### src/layer_blend_pixel_assert.svh
// Assertion macros shared by the layer blend pixel block.
`ifndef LAYER_BLEND_PIXEL_ASSERT_SVH
`define LAYER_BLEND_PIXEL_ASSERT_SVH

// Same-cycle implication, checked outside reset.
`define LBP_ASSERT_NOW(lbl, ante, cons, msg) \
   lbl: assert property (@(posedge clock) disable iff (reset) (ante) |-> (cons)) \
      else $error(msg);

// Next-cycle implication, checked outside reset.
`define LBP_ASSERT_NEXT(lbl, ante, cons, msg) \
   lbl: assert property (@(posedge clock) disable iff (reset) (ante) |=> (cons)) \
      else $error(msg);

`endif

### src/lbp_pkg.sv
// Shared types, codes and fixed-point helpers of the layer blend pixel block.
package lbp_pkg;

   localparam logic [2:0] MODE_NORMAL   = 3'd0;
   localparam logic [2:0] MODE_ADD      = 3'd1;
   localparam logic [2:0] MODE_MULTIPLY = 3'd2;
   localparam logic [2:0] MODE_SCREEN   = 3'd3;
   localparam logic [2:0] MODE_OVERLAY  = 3'd4;

   localparam logic [1:0] CSR_LAYER_ENABLE = 2'd0;
   localparam logic [1:0] CSR_BLEND_MODE   = 2'd1;
   localparam logic [1:0] CSR_OPACITY      = 2'd2;

   // Load strobes of the four pipeline stages.
   typedef struct packed {
      logic s1;
      logic s2;
      logic s3;
      logic s4;
   } lbp_adv_type;

   // Truncating division by 255 of a value below 2^17, with a single correction step.
   function automatic logic [8:0] div255(input logic [16:0] x);
      logic [17:0] est;
      logic [17:0] rem;
      logic [8:0]  q;
      est = ({1'b0, x} + {9'd0, x[16:8]}) >> 8;
      rem = {1'b0, x} - ((est << 8) - est);
      q   = est[8:0];
      if (rem >= 18'd255) begin
         q = q + 9'd1;
      end
      return q;
   endfunction

   function automatic logic [7:0] sat8(input logic [8:0] v);
      return v[8] ? 8'hff : v[7:0];
   endfunction

endpackage

### src/lbp_lane.sv
// One color channel of the blend pipeline: mode product, blend, opacity mix, final divide.
module lbp_lane (
   input  logic               clock,
   input  lbp_pkg::lbp_adv_type adv,
   input  logic [2:0]         blend_mode,
   input  logic [7:0]         opacity,
   input  logic               bypass,
   input  logic [7:0]         base,
   input  logic [7:0]         fx,
   output logic [7:0]         result
);
   import lbp_pkg::*;

   logic [7:0]  mul_a;
   logic [7:0]  mul_b;
   logic [15:0] prod;
   logic [16:0] p1_in;
   logic [16:0] p1_ff;
   logic [7:0]  b1_ff;
   logic [7:0]  e1_ff;
   logic        byp1_ff;

   logic [8:0]  q2;
   logic [7:0]  q2_sat;
   logic [7:0]  bl2_in;
   logic [7:0]  bl2_ff;
   logic [7:0]  b2_ff;
   logic        byp2_ff;

   logic [7:0]  opacity_inv;
   logic [15:0] acc3_in;
   logic [15:0] acc3_ff;
   logic [7:0]  b3_ff;
   logic        byp3_ff;

   logic [8:0]  q4;
   logic [7:0]  result_in;
   logic [7:0]  result_ff;

   // Stage 1: one 8x8 product; screen and the upper overlay half use inverted operands.
   always_comb begin
      if (blend_mode == MODE_SCREEN || (blend_mode == MODE_OVERLAY && base[7])) begin
         mul_a = ~base;
         mul_b = ~fx;
      end else begin
         mul_a = base;
         mul_b = fx;
      end
      prod = mul_a * mul_b;
      case (blend_mode)
         MODE_ADD:      p1_in = 17'(base) + 17'(fx);
         MODE_MULTIPLY: p1_in = {1'b0, prod};
         MODE_SCREEN:   p1_in = {1'b0, prod};
         MODE_OVERLAY:  p1_in = {prod, 1'b0};
         default:       p1_in = 17'(fx);
      endcase
   end

   always_ff @(posedge clock) begin
      if (adv.s1) begin
         p1_ff   <= p1_in;
         b1_ff   <= base;
         e1_ff   <= fx;
         byp1_ff <= bypass;
      end
   end

   // Stage 2: divide the product by 255 and form the blended value.
   always_comb begin
      q2     = div255(p1_ff);
      q2_sat = sat8(q2);
      case (blend_mode)
         MODE_ADD:      bl2_in = (p1_ff > 17'd255) ? 8'hff : p1_ff[7:0];
         MODE_MULTIPLY: bl2_in = q2_sat;
         MODE_SCREEN:   bl2_in = ~q2_sat;
         MODE_OVERLAY:  bl2_in = b1_ff[7] ? ~q2_sat : q2_sat;
         default:       bl2_in = e1_ff;
      endcase
   end

   always_ff @(posedge clock) begin
      if (adv.s2) begin
         bl2_ff  <= bl2_in;
         b2_ff   <= b1_ff;
         byp2_ff <= byp1_ff;
      end
   end

   // Stage 3: opacity mix, base weighted by the inverse opacity (255 - opacity).
   assign opacity_inv = ~opacity;
   assign acc3_in     = (b2_ff * opacity_inv) + (opacity * bl2_ff);

   always_ff @(posedge clock) begin
      if (adv.s3) begin
         acc3_ff <= acc3_in;
         b3_ff   <= b2_ff;
         byp3_ff <= byp2_ff;
      end
   end

   // Stage 4: final divide and the passthrough choice.
   always_comb begin
      q4        = div255({1'b0, acc3_ff});
      result_in = byp3_ff ? b3_ff : sat8(q4);
   end

   always_ff @(posedge clock) begin
      if (adv.s4) begin
         result_ff <= result_in;
      end
   end

   assign result = result_ff;

endmodule

### src/layer_blend_pixel.sv
// Top level of the layer blend pixel block: blends an effect RGBA pixel over a base pixel.
// Results leave in request order; one request per cycle unless the output stalls.
// The pace is set by the four-stage lane pipeline, each stage with its own valid bit.
// Reset is synchronous, active high: it empties the pipeline and restores the
// registers to enabled, normal mode and full opacity.
`include "layer_blend_pixel_assert.svh"
module layer_blend_pixel (
   input  logic       clock,
   input  logic       reset,
   input  logic       csr_write_enable,
   input  logic [1:0] csr_index,
   input  logic [7:0] csr_write_data,
   input  logic       req_valid,
   output logic       req_stall,
   input  logic [7:0] req_base_red,
   input  logic [7:0] req_base_green,
   input  logic [7:0] req_base_blue,
   input  logic [7:0] req_base_alpha,
   input  logic [7:0] req_fx_red,
   input  logic [7:0] req_fx_green,
   input  logic [7:0] req_fx_blue,
   input  logic [7:0] req_fx_alpha,
   output logic       rsp_valid,
   input  logic       rsp_stall,
   output logic [7:0] rsp_out_red,
   output logic [7:0] rsp_out_green,
   output logic [7:0] rsp_out_blue,
   output logic [7:0] rsp_out_alpha
);
   import lbp_pkg::*;

   // Configuration registers. The user must change them only while no request is in flight;
   // the block does not enforce this. Every stage but the last reads them directly.
   logic       layer_enable_ff;
   logic [2:0] blend_mode_ff;
   logic [7:0] opacity_ff;

   always_ff @(posedge clock) begin
      if (reset) begin
         layer_enable_ff <= 1'b1;
         blend_mode_ff   <= MODE_NORMAL;
         opacity_ff      <= 8'hff;
      end else if (csr_write_enable) begin
         case (csr_index)
            CSR_LAYER_ENABLE: layer_enable_ff <= csr_write_data[0];
            CSR_BLEND_MODE:   blend_mode_ff   <= csr_write_data[2:0];
            CSR_OPACITY:      opacity_ff      <= csr_write_data;
            default: begin
            end
         endcase
      end
   end

   // Pipeline control. A stage may load when it is empty or when the stage
   // after it loads in the same cycle, so a stall at the output backs up one
   // stage at a time and the input keeps flowing until every stage is full.
   logic        v1_ff, v2_ff, v3_ff, v4_ff;
   logic        v1_in, v2_in, v3_in, v4_in;
   lbp_adv_type adv;

   always_comb begin
      adv.s4 = !v4_ff || !rsp_stall;
      adv.s3 = !v3_ff || adv.s4;
      adv.s2 = !v2_ff || adv.s3;
      adv.s1 = !v1_ff || adv.s2;
      v1_in  = adv.s1 ? req_valid : v1_ff;
      v2_in  = adv.s2 ? v1_ff     : v2_ff;
      v3_in  = adv.s3 ? v2_ff     : v3_ff;
      v4_in  = adv.s4 ? v3_ff     : v4_ff;
   end

   always_ff @(posedge clock) begin
      if (reset) begin
         v1_ff <= 1'b0;
         v2_ff <= 1'b0;
         v3_ff <= 1'b0;
         v4_ff <= 1'b0;
      end else begin
         v1_ff <= v1_in;
         v2_ff <= v2_in;
         v3_ff <= v3_in;
         v4_ff <= v4_in;
      end
   end

   assign req_stall = !adv.s1;
   assign rsp_valid = v4_ff;

   // A disabled layer or zero opacity hands the base pixel through untouched.
   // Full opacity in normal mode needs no special path: the mix then yields
   // the effect value exactly.
   logic bypass;
   assign bypass = !layer_enable_ff || (opacity_ff == 8'd0);

   // Alpha does no arithmetic; the choice is made on entry and then rides
   // along with the color channels.
   logic [7:0] a1_in;
   logic [7:0] a1_ff, a2_ff, a3_ff, a4_ff;
   assign a1_in = bypass ? req_base_alpha : req_fx_alpha;

   always_ff @(posedge clock) begin
      if (adv.s1) begin
         a1_ff <= a1_in;
      end
      if (adv.s2) begin
         a2_ff <= a1_ff;
      end
      if (adv.s3) begin
         a3_ff <= a2_ff;
      end
      if (adv.s4) begin
         a4_ff <= a3_ff;
      end
   end

   assign rsp_out_alpha = a4_ff;

   // One lane per color channel, all driven by the same load strobes.
   lbp_lane u_lane_red (
      .clock      (clock),
      .adv        (adv),
      .blend_mode (blend_mode_ff),
      .opacity    (opacity_ff),
      .bypass     (bypass),
      .base       (req_base_red),
      .fx         (req_fx_red),
      .result     (rsp_out_red)
   );

   lbp_lane u_lane_green (
      .clock      (clock),
      .adv        (adv),
      .blend_mode (blend_mode_ff),
      .opacity    (opacity_ff),
      .bypass     (bypass),
      .base       (req_base_green),
      .fx         (req_fx_green),
      .result     (rsp_out_green)
   );

   lbp_lane u_lane_blue (
      .clock      (clock),
      .adv        (adv),
      .blend_mode (blend_mode_ff),
      .opacity    (opacity_ff),
      .bypass     (bypass),
      .base       (req_base_blue),
      .fx         (req_fx_blue),
      .result     (rsp_out_blue)
   );

   // An accepted request must occupy the first stage in the next cycle.
   `LBP_ASSERT_NEXT(a_accept_fills_s1, req_valid && !req_stall, v1_ff,
      "accepted request did not enter the first stage")

   // With every stage full and the output stalled, no request may be taken.
   `LBP_ASSERT_NOW(a_full_blocks_input, v1_ff && v2_ff && v3_ff && v4_ff && rsp_stall,
      req_stall, "request taken while the pipeline was full and stalled")

   // A delivered result with nothing behind it leaves the output stage empty.
   `LBP_ASSERT_NEXT(a_drain_empties_s4, v4_ff && !rsp_stall && !v3_ff, !v4_ff,
      "result repeated after delivery")

endmodule

### config.mk
export PLATFORM = sky130hd
export DESIGN_NAME = layer_blend_pixel
export DESIGN_NICKNAME = d
export VERILOG_FILES = /design/src/lbp_pkg.sv /design/src/lbp_lane.sv /design/src/layer_blend_pixel.sv
export VERILOG_INCLUDE_DIRS = /design/src /design/src/src
export SDC_FILE = /design/constraint.sdc
export NUM_CORES = 2
export LEC_CHECK = 0
export ABC_CLOCK_PERIOD_IN_PS = 7220
export BUFFER_PORTS_ARGS = -buffer_cell sky130_fd_sc_hd__buf_2
export CAP_MARGIN = 5
export CORE_ASPECT_RATIO = 0.7
export CORE_UTILIZATION = 59
export DETAILED_ROUTE_END_ITERATION = 8
export GPL_ROUTABILITY_DRIVEN = 0
export HOLD_SLACK_MARGIN = 0.12
export PLACE_DENSITY = 0.79
export SYNTH_ARGS = -nofsm -noshare
export SYNTH_HDL_FRONTEND = slang
export SYNTH_SLANG_ARGS = --single-unit
### constraint.sdc
create_clock -name clock -period 7.22 [get_ports clock]
set_clock_uncertainty 0.2 [all_clocks]
set_input_delay 1.444 -clock clock [delete_from_list [all_inputs] [get_ports clock]]
set_output_delay 1.444 -clock clock [all_outputs]
set_load 0.05 [all_outputs]
==> impl_metrics.py <==
metrics = {
    "setup_path": {
        "cpPeakStageDelay_ns": 0.50,
        "arrival_ns": 7.07,
        "cp_slowest_cell": "edfxtp_1",
        "r2r_cells": 26,
        "crit_path_end_kind": "flop",
        "rrSetupSlack_ns": 0.23,
        "critPathLaunch": "u_lane_red.p1_ff[13]$_DFFE_PN_",
        "critPathCapture": "u_lane_red.bl2_ff[2]$_DFFE_PP_",
        "crit_fanout": 9,
        "critical_path_class": "flop to flop",
        "required_ns": 7.30,
        "cp-start-kind": "flop",
        "reg2reg_to": "u_lane_red.bl2_ff[2]$_DFFE_PP_",
        "r2r-start": "u_lane_red.p1_ff[13]$_DFFE_PN_",
    },
    "pwr": {
        "p_sw_frac": 0.4858,
        "p_clk_frac": 0.076,
        "powerDensity_mw_per_mm2": 522.0,
        "switchingPower_mw": 11.47,
        "p_int_mw": 12.14,
        "combinationalPowerShare": 0.786,
        "peakVddDrop_mv": 0.7429,
        "fin_total_pwr_mw": 23.61,
        "leakage_nw": 21.43,
        "p_seq_frac": 0.139,
    },
    "logic_synthesis": {
        "async_flop_share": 0,
        "ys_seq_elements": 294,
        "yosysTopAreaCellShare": 0.1966,
        "synth_ff_type": "edfxtp_1",
        "ys_top_cells_by_count": "inv_1 (762), ha_1 (555), fa_1 (402), nor2_1 (288), nand2_1 (283)",
        "post-synth-top-count-cell": "inv_1",
        "yosys.area.top_type": "edfxtp_1",
        "avgSynthCellArea_sq_um": 9.035,
        "synth_cells": 4699,
        "synth_area_sq_mm": 0.04245,
        "netlist_top_cells_area": "edfxtp_1 (20%), fa_1 (19%), ha_1 (16%)",
        "synth_cell_type_count": 98,
        "synth-edff-count": 278,
        "yosysSeqAreaShare": 0.2042,
        "yosysWarnings": 0,
    },
    "drt": {
        "routed_wirelength_mm": 103.9,
        "drcViolationCount": 0,
        "vias_per_cell": 5.857,
        "wl_per_cell_um": 18.19,
        "drtIter0Drc": 3151,
        "vias": 33460,
        "drt_pass1_iterations": 5,
        "ant_nets": 0,
    },
    "place": {
        "post-dp-hpwl_mm": 82.07,
        "io_buffers": 112,
        "pre_cts_slack_ns": 0.1942,
        "placed_cells": 5648,
        "place_area_sq_mm": 0.04405,
    },
    "sta": {
        "drv_slew": 0,
        "max_freq_mhz": 143.0,
        "hold_ws_ns": 0.2176,
        "fin_crit_sh": 0.9685,
        "hold_violations": 0,
        "layout_setup_ws_ns": 0.2275,
        "finalSetupViolCount": 0,
        "slew_headroom": 0.3619,
        "finalCriticalPeriod_ns": 6.993,
        "worst_slew_pin_slew_ns": 0.9539,
    },
    "finish": {
        "layout.nets": 5769,
        "final_area_sq_mm": 0.04523,
        "multi_input_area_sq_mm": 0.03027,
        "synthToLayoutAreaGrowth_pct": 6.534,
        "num-fill-cells": 5739,
        "regArea_sq_mm": 0.008670,
        "final_cells": 5713,
        "drive_above_1_share": 0.06873,
    },
    "floorplan": {
        "die_w_um": 322.6,
        "fp.coreArea_sq_mm": 0.07054,
        "pin_count": 113,
        "die_y_um": 226.4,
        "dieArea_sq_mm": 0.07305,
        "start_util": 0.6019,
        "rows": 81,
    },
    "clock_tree": {
        "cts_buffers": 34,
        "worstSkewPairLatency_ns": 0.56,
        "clock_sinks": 294,
        "cts_tree": "built",
        "root_buffer": "clkbuf_16",
        "cts_max_level": 2,
        "cts.clk_slew.worst_paths_ns": 0.06,
        "cts_buffer_depth": 3,
    },
    "global_route": {
        "grt_pass1_vias": 32330,
        "grt_pass1_wl_mm": 167.2,
        "track_usage": 0.2859,
        "grt_max_degree": 74,
        "overflow": 0,
        "antenna_found_initial": 4,
    },
    "hold_path": {
        "holdCritPathClass": "flop to flop",
    },
    "run_status": {
        "outcome": "complete, no violations",
    },
    "run": {
        "timing.max_cap.violations": 0,
    },
}
==> power by group through the flow <==
stage          sequential [mW]  clock, mW  combinational [mW]
2_1_floorplan             3.39          0                14.3
3_3_place_gp              3.28          0                17.6
3_5_place_dp              3.29          0                18.2
4_1_cts                   3.26       1.80                18.5
5_1_grt                   3.31       1.86                21.0
6_report                  3.28       1.79                18.5
==> routing by layer <==
metal	routed length [um]	GRT usage
met5	27	0
met4	2382	0.07185
met3	9640	0.03885
met2	44970	0.4401
met1	46900	0.4242
==> cell type report <==
| cell class | count | share of cell area |
|---|---|---|
| tap | 954 | 0.02639 |
| clock inverter | 22 | 0.004177 |
| antenna | 1 | 0.00005533 |
| sequential | 294 | 0.1917 |
| clock buffer | 39 | 0.02064 |
| inverter | 765 | 0.06352 |
| timing repair buffer | 178 | 0.02418 |
| multi-input combinational | 3460 | 0.6694 |
==> worst min-delay path by stage <==
stage                                       start                       endpoint  slack, ns  depth (start not counted)
global route                   a2_ff[0]$_DFFE_PP_             a3_ff[0]$_DFFE_PP_       0.23                          0
CTS                 u_lane_red.b1_ff[3]$_DFFE_PN_  u_lane_red.b2_ff[3]$_DFFE_PP_       0.22                          0
global placement               a1_ff[2]$_DFFE_PN_             a2_ff[2]$_DFFE_PP_       0.20                          0
finish                         a2_ff[7]$_DFFE_PP_             a3_ff[7]$_DFFE_PP_       0.22                          0
detailed placement             a1_ff[4]$_DFFE_PN_             a2_ff[4]$_DFFE_PP_       0.20                          0
floorplan                      a1_ff[0]$_DFFE_PN_             a2_ff[0]$_DFFE_PP_       0.20                          0
==> logic make-up (layout without fill, tap and decap cells) <==
family	Yosys count	in the layout	synth area share
AND/OR/NAND/NOR	1339	1339	0.1619
adder cells (fa/ha/maj)	957	957	0.3531
buffers and inverters	947	1004	0.08450
AO/OA/AOI/OAI	849	849	0.1294
flip-flops	294	294	0.2042
XOR/XNOR	259	259	0.05388
multiplexers	53	53	0.01297
other	1	4	0.00008833
==> state kept, by name (all words and copies together) (netlist names), 16 cells and up <==
name	cells
u_lane_blue.p1_ff	17
u_lane_green.p1_ff	17
u_lane_red.p1_ff	17
u_lane_blue.acc3_ff	16
u_lane_green.acc3_ff	16
u_lane_red.acc3_ff	16
==> repair_timing <==
| action | in CTS | in global routing |
|---|---|---|
| resized for setup | 0 | 9 |
| setup endpoints to repair | 0 | 24 |
| hold buffers | 0 | 0 |
| hold endpoints to repair | 0 | 0 |
| setup buffers | 0 | 3 |
==> per-stage QoR <==
step                  util  TNS [ns]
finish              0.6412         0
global route        0.6412  -0.03670
CTS                 0.6404         0
detailed placement  0.6245         0
global placement    0.6245         0
floorplan                -         0
==> layout by cell type (no fill, tap or decap), types with 123 or more instances in the layout <==
cell	netlist	layout
inv_1	762	761
o21ai_0	177	177
edfxtp_1	278	278
nor2b_1	124	123
nor2_1	288	286
ha_1	555	555
a21oi_1	270	267
and2_1	181	180
xnor2_1	210	209
nand2_1	283	282
fa_1	402	402
==> worst max-delay path, delay by kind of cell (launching register included) <==
family / cells / cell delay, ns
buffers and inverters: 3 / 0.36
xor gates and xnor gates: 1 / 0.15
muxes: 1 / 0.37
and+or+nand+nor: 9 / 1.44
AOI/OAI and AO/OA: 8 / 2.19
DFF: 1 / 0.50
adders and majority gates: 4 / 1.50
No activity file was read; power rests on OpenSTA's default activity.
